`config.mk`:
```
export PLATFORM = sky130hd
export DESIGN_NAME = bounded_priority_queue
export DESIGN_NICKNAME = d
export VERILOG_FILES = /design/src/rtl/core/bpq_pkg.sv /design/src/rtl/core/bpq_ram.sv /design/src/rtl/core/bpq_ctrl.sv /design/src/rtl/core/bpq_datapath.sv /design/src/rtl/core/bounded_priority_queue.sv
export VERILOG_INCLUDE_DIRS = /design/src /design/src/rtl/core
export SDC_FILE = /design/constraint.sdc
export NUM_CORES = 1
export LEC_CHECK = 0
export BUFFER_PORTS_ARGS = -buffer_cell sky130_fd_sc_hd__buf_2
export CAP_MARGIN = 20
export CORE_ASPECT_RATIO = 0.75
export CORE_MARGIN = 2
export CORE_UTILIZATION = 64
export CTS_BUF_LIST = sky130_fd_sc_hd__clkbuf_4
export DETAILED_ROUTE_END_ITERATION = 7
export PLACE_DENSITY = 0.8
export SLEW_MARGIN = 5
export SYNTH_ARGS = -nofsm -noshare
export SYNTH_HDL_FRONTEND = slang
export SYNTH_SLANG_ARGS = --single-unit
```
`constraint.sdc`:
```
create_clock -name clk -period 6.8 [get_ports clk]
set_input_delay 1.02 -clock clk [delete_from_list [all_inputs] [get_ports clk]]
set_output_delay 1.02 -clock clk [all_outputs]
set_load 0.02 [all_outputs]
```
`src/rtl/core/bounded_priority_queue_defines.svh`:
```
// assertion helpers used by the datapath
`ifndef BOUNDED_PRIORITY_QUEUE_DEFINES_SVH
`define BOUNDED_PRIORITY_QUEUE_DEFINES_SVH

// checked on every rising edge, off while in reset
`define BPQ_ASSERT(label, prop, msg) \
	label: assert property (@(posedge clk) disable iff (!arst_n) (prop)) else $error(msg);

// checked on every rising edge, reset included
`define BPQ_ASSERT_ALWAYS(label, prop, msg) \
	label: assert property (@(posedge clk) (prop)) else $error(msg);

`endif

```
`src/rtl/core/bpq_pkg.sv`:
```
package bpq_pkg;

	localparam int CAPACITY_DEF = 16;
	localparam int VAL_W = 32;
	localparam int PRI_W = 32;
	localparam int OCC_W = 5;
	localparam int STATUS_W = 2;

	localparam logic OP_INSERT = 1'b0;
	localparam logic OP_DELETE = 1'b1;

	localparam logic [STATUS_W-1:0] ST_OK    = 2'd0;
	localparam logic [STATUS_W-1:0] ST_DUP   = 2'd1;
	localparam logic [STATUS_W-1:0] ST_EMPTY = 2'd2;
	localparam logic [STATUS_W-1:0] ST_FULL  = 2'd3;

	typedef struct packed {
		logic opcode;
		logic signed [VAL_W-1:0] item_value;
		logic signed [PRI_W-1:0] item_priority;
	} in_item_t;

	typedef struct packed {
		logic [STATUS_W-1:0] status;
		logic signed [VAL_W-1:0] removed_value;
		logic signed [PRI_W-1:0] removed_priority;
		logic [OCC_W-1:0] occupancy;
	} out_item_t;

	typedef struct packed {
		logic start;
		logic issue;
		logic commit;
	} ctrl_cmd_t;

	typedef struct packed {
		logic last_addr;
		logic out_free;
	} dp_sts_t;

endpackage

```
`src/rtl/core/bpq_ram.sv`:
```
module bpq_ram #(
	parameter int WIDTH = 64,
	parameter int DEPTH = 16
) (
	input  logic                     clk,
	input  logic                     wr_en,
	input  logic [$clog2(DEPTH)-1:0] wr_addr,
	input  logic [WIDTH-1:0]         wr_data,
	input  logic                     rd_en,
	input  logic [$clog2(DEPTH)-1:0] rd_addr,
	output logic [WIDTH-1:0]         rd_data
);

	logic [WIDTH-1:0] mem_q [DEPTH];

	always_ff @(posedge clk) begin
		if (wr_en) begin
			mem_q[wr_addr] <= wr_data;
		end
		if (rd_en) begin
			rd_data <= mem_q[rd_addr];
		end
	end

endmodule

```
`src/rtl/core/bpq_ctrl.sv`:
```
module bpq_ctrl (
	input  logic               clk,
	input  logic               arst_n,
	input  logic               in_valid,
	output logic               in_ready,
	input  bpq_pkg::dp_sts_t   sts,
	output bpq_pkg::ctrl_cmd_t cmd
);

	localparam logic [1:0] S_IDLE  = 2'd0;
	localparam logic [1:0] S_SCAN  = 2'd1;
	localparam logic [1:0] S_DRAIN = 2'd2;
	localparam logic [1:0] S_DONE  = 2'd3;

	logic [1:0] state_q;
	logic [1:0] state_d;

	always_comb begin
		state_d = state_q;
		cmd = '0;
		in_ready = 1'b0;
		unique case (state_q)
			S_IDLE: begin
				in_ready = 1'b1;
				if (in_valid) begin
					cmd.start = 1'b1;
					state_d = S_SCAN;
				end
			end
			S_SCAN: begin
				cmd.issue = 1'b1;
				if (sts.last_addr) begin
					state_d = S_DRAIN;
				end
			end
			// last slot is compared here
			S_DRAIN: begin
				state_d = S_DONE;
			end
			S_DONE: begin
				if (sts.out_free) begin
					cmd.commit = 1'b1;
					state_d = S_IDLE;
				end
			end
			default: begin
				state_d = S_IDLE;
			end
		endcase
	end

	always_ff @(posedge clk or negedge arst_n) begin
		if (!arst_n) begin
			state_q <= S_IDLE;
		end else begin
			state_q <= state_d;
		end
	end

endmodule

```
`src/rtl/core/bpq_datapath.sv`:
```
`include "bounded_priority_queue_defines.svh"

module bpq_datapath #(
	parameter int CAPACITY = bpq_pkg::CAPACITY_DEF
) (
	input  logic                clk,
	input  logic                arst_n,
	input  bpq_pkg::in_item_t   in_data,
	input  bpq_pkg::ctrl_cmd_t  cmd,
	output bpq_pkg::dp_sts_t    sts,
	output logic                out_valid,
	input  logic                out_ready,
	output bpq_pkg::out_item_t  out_data
);

	localparam int IDX_W = $clog2(CAPACITY);
	localparam int CNT_W = $clog2(CAPACITY + 1);
	localparam int ENT_W = bpq_pkg::VAL_W + bpq_pkg::PRI_W;
	localparam int OCC_W = bpq_pkg::OCC_W;

	bpq_pkg::in_item_t  item_q;
	bpq_pkg::out_item_t out_q;
	logic               out_valid_q;

	logic [CAPACITY-1:0] valid_q;
	logic [CNT_W-1:0]    count_q;
	logic [CNT_W-1:0]    count_d;
	logic [IDX_W-1:0]    scan_addr_q;

	logic             cmp_vld_s1;
	logic [IDX_W-1:0] cmp_idx_s1;
	logic [ENT_W-1:0] rd_entry;

	logic                                dup_q;
	logic                                found_free_q;
	logic [IDX_W-1:0]                    free_idx_q;
	logic                                found_best_q;
	logic [IDX_W-1:0]                    best_idx_q;
	logic signed [bpq_pkg::VAL_W-1:0]    best_val_q;
	logic signed [bpq_pkg::PRI_W-1:0]    best_pri_q;

	logic signed [bpq_pkg::VAL_W-1:0] rd_val;
	logic signed [bpq_pkg::PRI_W-1:0] rd_pri;
	logic                             slot_valid;
	logic                             is_insert;
	logic                             ins_ok;
	logic                             del_ok;
	logic [bpq_pkg::STATUS_W-1:0]     status_d;
	logic [CNT_W+OCC_W-1:0]           occ_ext;

	bpq_ram #(
		.WIDTH(ENT_W),
		.DEPTH(CAPACITY)
	) u_entry_ram (
		.clk    (clk),
		.wr_en  (cmd.commit && ins_ok),
		.wr_addr(free_idx_q),
		.wr_data({item_q.item_value, item_q.item_priority}),
		.rd_en  (cmd.issue),
		.rd_addr(scan_addr_q),
		.rd_data(rd_entry)
	);

	assign rd_val = $signed(rd_entry[ENT_W-1:bpq_pkg::PRI_W]);
	assign rd_pri = $signed(rd_entry[bpq_pkg::PRI_W-1:0]);
	assign slot_valid = valid_q[cmp_idx_s1];

	assign is_insert = (item_q.opcode == bpq_pkg::OP_INSERT);
	assign ins_ok = is_insert && !dup_q && found_free_q;
	assign del_ok = !is_insert && found_best_q;

	assign sts.last_addr = (scan_addr_q == IDX_W'(CAPACITY - 1));
	assign sts.out_free = !out_valid_q || out_ready;

	always_comb begin
		if (is_insert) begin
			if (dup_q) begin
				status_d = bpq_pkg::ST_DUP;
			end else if (!found_free_q) begin
				status_d = bpq_pkg::ST_FULL;
			end else begin
				status_d = bpq_pkg::ST_OK;
			end
		end else begin
			status_d = found_best_q ? bpq_pkg::ST_OK : bpq_pkg::ST_EMPTY;
		end
	end

	always_comb begin
		if (ins_ok) begin
			count_d = count_q + 1'b1;
		end else if (del_ok) begin
			count_d = count_q - 1'b1;
		end else begin
			count_d = count_q;
		end
	end

	// occupancy is the low bits of the count
	assign occ_ext = {{OCC_W{1'b0}}, count_d};

	// input capture and scan address
	always_ff @(posedge clk) begin
		if (cmd.start) begin
			item_q <= in_data;
		end
	end

	always_ff @(posedge clk or negedge arst_n) begin
		if (!arst_n) begin
			scan_addr_q <= '0;
			cmp_vld_s1 <= 1'b0;
			cmp_idx_s1 <= '0;
		end else begin
			if (cmd.start) begin
				scan_addr_q <= '0;
			end else if (cmd.issue) begin
				scan_addr_q <= scan_addr_q + 1'b1;
			end
			cmp_vld_s1 <= cmd.issue;
			cmp_idx_s1 <= scan_addr_q;
		end
	end

	// running search over the slot read last cycle
	always_ff @(posedge clk or negedge arst_n) begin
		if (!arst_n) begin
			dup_q <= 1'b0;
			found_free_q <= 1'b0;
			found_best_q <= 1'b0;
		end else if (cmd.start) begin
			dup_q <= 1'b0;
			found_free_q <= 1'b0;
			found_best_q <= 1'b0;
		end else if (cmp_vld_s1) begin
			if (slot_valid && rd_pri == item_q.item_priority) begin
				dup_q <= 1'b1;
			end
			if (!slot_valid) begin
				found_free_q <= 1'b1;
			end
			if (slot_valid) begin
				found_best_q <= 1'b1;
			end
		end
	end

	always_ff @(posedge clk) begin
		if (cmp_vld_s1) begin
			if (!slot_valid && !found_free_q) begin
				free_idx_q <= cmp_idx_s1;
			end
			if (slot_valid && (!found_best_q || rd_pri > best_pri_q)) begin
				best_idx_q <= cmp_idx_s1;
				best_val_q <= rd_val;
				best_pri_q <= rd_pri;
			end
		end
	end

	// store state
	always_ff @(posedge clk or negedge arst_n) begin
		if (!arst_n) begin
			valid_q <= '0;
			count_q <= '0;
		end else if (cmd.commit) begin
			count_q <= count_d;
			if (ins_ok) begin
				valid_q[free_idx_q] <= 1'b1;
			end else if (del_ok) begin
				valid_q[best_idx_q] <= 1'b0;
			end
		end
	end

	// result register
	always_ff @(posedge clk or negedge arst_n) begin
		if (!arst_n) begin
			out_valid_q <= 1'b0;
		end else if (cmd.commit) begin
			out_valid_q <= 1'b1;
		end else if (out_ready) begin
			out_valid_q <= 1'b0;
		end
	end

	always_ff @(posedge clk) begin
		if (cmd.commit) begin
			out_q.status <= status_d;
			out_q.removed_value <= del_ok ? best_val_q : '0;
			out_q.removed_priority <= del_ok ? best_pri_q : '0;
			out_q.occupancy <= occ_ext[OCC_W-1:0];
		end
	end

	assign out_valid = out_valid_q;
	assign out_data = out_q;

	`BPQ_ASSERT(a_count_bound, count_q <= CNT_W'(CAPACITY), "stored count above capacity")
	`BPQ_ASSERT(a_insert_counts, cmd.commit && ins_ok |=> count_q == $past(count_q) + 1'b1,
		"accepted insert did not raise the count")
	`BPQ_ASSERT(a_commit_free, cmd.commit |-> sts.out_free, "result written over a pending one")
	`BPQ_ASSERT(a_result_source, $rose(out_valid_q) |-> $past(cmd.commit),
		"result appeared without a commit")

endmodule

```
`src/rtl/core/bounded_priority_queue.sv`:
```
// channel | direction | handshake            | payload
// in      | input     | in_valid / in_ready   | in_data   (bpq_pkg::in_item_t)
// out     | output    | out_valid / out_ready | out_data  (bpq_pkg::out_item_t)
//
// no new input is taken until the item before it has committed: the entry
// memory has one read port and is scanned one slot per cycle for duplicate, free
// slot and maximum priority, then a drain state ends the compare and a done state commits.
// arst_n clears all valid bits and the count, so the store starts empty at once.
// a result waiting in the output register does not block the next input transfer;
// the commit of the following item waits until that register is free.
module bounded_priority_queue #(
	parameter int CAPACITY = bpq_pkg::CAPACITY_DEF
) (
	input  logic               clk,
	input  logic               arst_n,
	input  logic               in_valid,
	output logic               in_ready,
	input  bpq_pkg::in_item_t  in_data,
	output logic               out_valid,
	input  logic               out_ready,
	output bpq_pkg::out_item_t out_data
);

	bpq_pkg::ctrl_cmd_t cmd;
	bpq_pkg::dp_sts_t   sts;

	bpq_ctrl u_ctrl (
		.clk     (clk),
		.arst_n  (arst_n),
		.in_valid(in_valid),
		.in_ready(in_ready),
		.sts     (sts),
		.cmd     (cmd)
	);

	bpq_datapath #(
		.CAPACITY(CAPACITY)
	) u_datapath (
		.clk      (clk),
		.arst_n   (arst_n),
		.in_data  (in_data),
		.cmd      (cmd),
		.sts      (sts),
		.out_valid(out_valid),
		.out_ready(out_ready),
		.out_data (out_data)
	);

endmodule

```
; Word level (Yosys, flattened, before mapping)
; Memory sizes are Yosys's and may differ from the RTL's. A register that Yosys moved wholly into a read port is not among the register bits.
; Cells that the tools add are included.
[op_classes]
bitwise_logic = 4
n_addsub = 3
order_cmp = 6
n_mux = 39
eq_ne = 9
n_reduce_logical = 30
[op_table]
columns = cell, n
row1 = $eq 32x32->1, 1
row2 = $gt 32x32->1, 1
row3 = $mux 16, 2
row4 = $mux 1, 22
row5 = $and 16x16->16, 1
row6 = $not 16->16, 1
row7 = $or 16x16->16, 1
row8 = $lt 4x5->1 const B, 3
row9 = $mux 2, 7
row10 = $reduce_and 2->1, 6
row11 = $reduce_bool 2->1, 6
row12 = $mux 5, 2
row13 = $logic_and 1x1->1, 9
row14 = $demux 1 s4, 2
row15 = $ge 4x1->1 const B, 2
row16 = $mux 4, 2
row17 = $ne 2x2->1 const B, 4
row18 = $pmux 2 s4, 1
row19 = $add 5x1->5 const B, 1
row20 = $logic_not 1->1, 5
row21 = $sub 5x1->5 const B, 1
row22 = $add 4x1->4 const B, 1
row23 = $bmux 1 s4, 1
row24 = $eq 2x2->1 const B, 2
row25 = other kinds (6), 7
[word_totals]
reg_bits = 244
in_bits = 69
word_cells = 113
memories = 1
mem_bits_rw = 1024
[memory_table]
columns = name, words, word_bits, rd, rd_clocked_by_memory_dff, wr, line
row1 = u_datapath.u_entry_ram.mem_q, 16, 64, 1, 1, 1, bpq_ram.sv:14  ; logic [WIDTH-1:0] mem_q [DEPTH];

; Depth between registers and ports, before layout
[depth]
ltp_word = 8
mapped_depth = 7

; Hierarchy
; From an unflattened synthesis, not the netlist that was laid out.
[unflattened]
cells_unflattened = 2275
hier_area_um2 = 49896.6
[by_module_without_submodules]
columns = mod, cells_per_inst, area_each_um2, instances
row1 = bpq_ram, 1647, 40222.3, 1
row2 = bpq_datapath, 611, 9505.4, 1
row3 = bpq_ctrl, 17, 168.9, 1

; Worst setup path before layout
; No wires, ideal clock.
[synth_path]
path_kind = in2reg
start = in out_ready
end = mem u_datapath.u_entry_ram.mem_q[0][0] (enable)
n_path_buf = 0
stages = 4
arrival_ns = 5.899
path_slack_ns = 0.334
t_required_ns = 6.233
cell_sequence = nor2b_1 nor3_4 nand2_2 nor3_1
[synth_between]
elab_chain_len = 6
[synth_lines]
columns = element, line
row1 = start: declaration, bounded_priority_queue.sv:20  ; input logic out_ready,
row2 = $logic_or 1x1->1, bpq_datapath.sv:73  ; assign sts.out_free = !out_valid_q || out_ready;
row3 = $mux 1, bpq_ctrl.sv:41  ; if (sts.out_free) begin
row4 = $mux 1, bpq_ctrl.sv:22  ; unique case (state_q)
row5 = $logic_and 1x1->1, bpq_datapath.sv:56  ; .wr_en (cmd.commit && ins_ok),
row6 = $mux 1, bpq_ram.sv:17  ; if (wr_en) begin
row7 = $mux 1 (implied by the code), bpq_ram.sv:18  ; mem_q[wr_addr] <= wr_data;
row8 = end: declaration, bpq_ram.sv:14
; Every way passes these cells.

; Worst setup path in the final report
[layout_path]
start = reg u_datapath.item_q[64] (netlist name)
end = mem u_datapath.u_entry_ram.mem_q[3][46] (enable)
[layout_between]
elab_chain_len = 6
[layout_lines]
columns = element, line
row1 = start: declaration, bpq_datapath.sv:21  ; bpq_pkg::in_item_t item_q;
row2 = start signal: assignment, bpq_datapath.sv:105  ; item_q <= in_data;
row3 = $not 1->1, bpq_datapath.sv:68  ; assign is_insert = (item_q.opcode == bpq_pkg::OP_INSERT);
row4 = $logic_and 1x1->1 (2 in a row), bpq_datapath.sv:69  ; assign ins_ok = is_insert && !dup_q && found_free_q;
row5 = $logic_and 1x1->1, bpq_datapath.sv:56
row6 = $mux 1, bpq_ram.sv:17
row7 = $mux 1 (implied by the code), bpq_ram.sv:18
; Every way passes these cells.

==> metrics.cfg <==
[synthesis]
synth_area_per_cell_sq_um=23.7
synthTopCellsByArea=sky130_fd_sc_hd__edfxtp_1 (78%), sky130_fd_sc_hd__mux4_2 (15%), sky130_fd_sc_hd__dfrtp_1 (1.8%), sky130_fd_sc_hd__ha_1 (0.98%), sky130_fd_sc_hd__xnor2_1 (0.67%)
netlist.top_cell.by_area=sky130_fd_sc_hd__edfxtp_1
post_synth_num_cell_types=48
post-synth-top-area-fraction_pct=78.0
yosys_warnings=0
synth-seq-area-share_pct=79.8
synth.most_common_cell=sky130_fd_sc_hd__edfxtp_1
synth_enable_flop_cells=1296
synth.ff_latch_count=1332
synthesis.area_sq_um=49900
synth.net_count=2215
syn_inst=2107
postSynth.topFlopCell=sky130_fd_sc_hd__edfxtp_1
fraction_of_registers_with_async_set_or_reset_after_synthesis_pct=2.70
yosys-top-cells-count=sky130_fd_sc_hd__edfxtp_1 (1296), sky130_fd_sc_hd__mux4_2 (324), sky130_fd_sc_hd__nor2_1 (61), sky130_fd_sc_hd__clkbuf_1 (55), sky130_fd_sc_hd__inv_1 (44)

[sta]
hold_viol=0
share_of_the_clock_period_used_by_the_worst_path_after_layout_pct=61.0
grt_setup_unrepaired=false
final.min_clock_period_ps=4150
layout_setup_ws_ps=2650
worst_pin_slew_ps=1090
final-max-slew-violation-count=0
setup_violations=0
achievable-frequency_mhz=241
setup-tns-final_ps=0
timing.clock.skew_ps=105
whs_ps=94.4
relSlewSlack_pct=27.3

[pwr]
clockPowerShare_pct=28.3
power.share.sequential_pct=50.7
peakVddDrop_mv=0.347
power.switching_fraction_pct=28.2
power.total_mw=21.4
combPwrFrac_pct=20.9
power_switching_mw=6.03
power.density_nw_per_um2=380
leakage_nw=18.6
internal_power_mw=15.4

[cts]
root_buffer=sky130_fd_sc_hd__clkbuf_4
skew_pair_late_insertion_delay_ps=1170
path_clk_slew_ps=70
cts_sinks=1332
bufs_on_longest_clock_path=4
cts_made_buffers=316
cts.htree.levels=5
cts_tree=built

[die]
fp.dieH_um=246
core.rowCount=88
die_w_um=326
core_region_area_sq_um=77100
die_area_sq_um=80200
floorplan.initialDensity_pct=64.7
boundaryPins=142

[worst_setup_path]
cp.required_ps=7560
reg2reg_slack_ps=2650
worst-endpoint-arrival_ps=4910
crit_path_end_kind=register
path_max_fanout=43
critical_path_class=reg2reg
cp_launch_type=register

[placement]
dp_worst_slack_ps=2690
numPlacedInstances=3241
port_buffers=141
placed_cell_area_sq_um=52200
place_hpwl_mm=57.8
finalWeightedCongestion=0.896

[routing]
routed_wirelength_mm=108
final_antenna_net_count=0
vias=24500
detail_route.first_pass.iterations=6
drt_iter0_markers=3011
post_drt_wl_per_cell_um=28.3
route.detailed.vias_per_inst=6.42
post-route-drc-count=0

[final_layout]
final_core_util_pct=73.1
area.growth.synth_to_final_pct=13.0
num-fill-cells=4271
drive_above_1_share_pct=36.5
fin_cells=3810
design_area_sq_um=56400
final_net_count=2680

[grt]
global_route_wire_length_before_repair_mm=161
grt_usage_pct=27.9
grt_pass1_vias=25200
antenna_violations_before_repair=2
grt_overflow_total=0
grt_start_max_net_pins=150

[outcome]
status=finished clean

[flow_run]
maxCapViolCount=0

[hold_path]
min-delay-path-class=in2reg

per-layer routing:
layer	track usage, %	share of wire, %	vias to the layer above
met3	6.74	11	187
li1	-	-	9987
met2	42.2	48	1625
met4	8.76	1.9	0
met1	41.4	39	12700
met5	0	0	-
flip-flops by register name (all words and copies together), names as in the netlist, 5 cells and up:
register,cells
u_datapath.u_entry_ram.mem_q,1024
u_datapath.out_data,71
u_datapath.item_q,65
u_datapath.u_entry_ram.rd_data,64
u_datapath.best_pri_q,32
u_datapath.best_val_q,32
u_datapath.valid_q,16
u_datapath.count_q,5
cell families (layout without fill, tap and decap cells):
family,Yosys count,count (layout),synth area share [%]
AND/OR/NAND/NOR,170,170,1.74
other,0,6,0
buffers and inverters,131,793,1.08
XOR/XNOR,41,41,0.720
adder cells (fa/ha/maj),39,39,0.978
multiplexers,331,331,14.8
flip-flops,1332,1332,79.8
AO/OA/AOI/OAI,63,63,0.848
area by class of cell:
class | instances | area, sq um | area share, %
multi-input combinational | 644 | 9660 | 17.1
clock inverter | 62 | 297 | 0.526
clock buffer | 453 | 3400 | 6.03
tap | 1035 | 1290 | 2.30
antenna | 6 | 15.0 | 0.0266
sequential | 1332 | 39800 | 70.7
timing repair buffer | 234 | 1690 | 3.00
inverter | 44 | 165 | 0.293
worst max-delay path, stage by stage, from the launching register on:
cell	delay, ps
sky130_fd_sc_hd__edfxtp_1	360
sky130_fd_sc_hd__buf_4	290
sky130_fd_sc_hd__or3b_1	560
sky130_fd_sc_hd__nor3_4	480
sky130_fd_sc_hd__nand3_1	450
sky130_fd_sc_hd__nor3_4	260
sky130_fd_sc_hd__buf_4	760
sky130_fd_sc_hd__buf_4	530
worst paths after layout:
check | startpoint | endpoint | cells past startpoint
worst max-delay path | u_datapath.item_q[64]$_DFFE_PP_ | u_datapath.u_entry_ram.mem_q[3][46]$_DFFE_PP_ | 7
min in group asynchronous | arst_n | u_datapath.count_q[1]$_DFFE_PN0P_ | 2
worst max register to register | u_datapath.item_q[64]$_DFFE_PP_ | u_datapath.u_entry_ram.mem_q[3][46]$_DFFE_PP_ | 7
worst min register to register | u_datapath.u_entry_ram.rd_data[48]$_DFFE_PP_ | u_datapath.best_val_q[16]$_DFFE_PP_ | 0
max in group asynchronous | arst_n | u_datapath.scan_addr_q[3]$_DFFE_PN0P_ | 2
worst min-delay path | in_data[32] | u_datapath.item_q[32]$_DFFE_PP_ | 1
timing repair:
| action | CTS | global route |
|---|---|---|
| buffers inserted | 0 | 0 |
| hold endpoints to repair | 82 | 0 |
| hold buffers | 47 | 0 |
| resized for setup | 0 | 0 |
power by group through the flow:
stage / combinational [mW] / clock (mW) / sequential (mW)
finish: 4.49 / 6.06 / 10.9
floorplan: 3.18 / 0 / 10.9
global route: 4.78 / 6.59 / 11.0
detailed placement: 4.46 / 0 / 11.0
CTS: 4.51 / 6.18 / 10.9
global placement: 4.36 / 0 / 11.0
cell usage in the layout (no fill, tap or decap), types with 7 or more instances in the layout:
cell type	count
sky130_fd_sc_hd__clkbuf_4	453
sky130_fd_sc_hd__dfrtp_1	32
sky130_fd_sc_hd__a21oi_1	25
sky130_fd_sc_hd__xnor2_1	38
sky130_fd_sc_hd__mux4_2	324
sky130_fd_sc_hd__dlygate4sd3_1	47
sky130_fd_sc_hd__buf_12	7
sky130_fd_sc_hd__ha_1	38
sky130_fd_sc_hd__buf_4	35
sky130_fd_sc_hd__nor2_1	48
sky130_fd_sc_hd__nand2_1	22
sky130_fd_sc_hd__nor2_4	13
sky130_fd_sc_hd__a2bb2oi_1	10
sky130_fd_sc_hd__inv_1	44
sky130_fd_sc_hd__and3_1	35
sky130_fd_sc_hd__buf_2	141
sky130_fd_sc_hd__clkinv_1	47
sky130_fd_sc_hd__nand4_1	16
sky130_fd_sc_hd__edfxtp_1	1296
(Power assumes the default switching activity.)
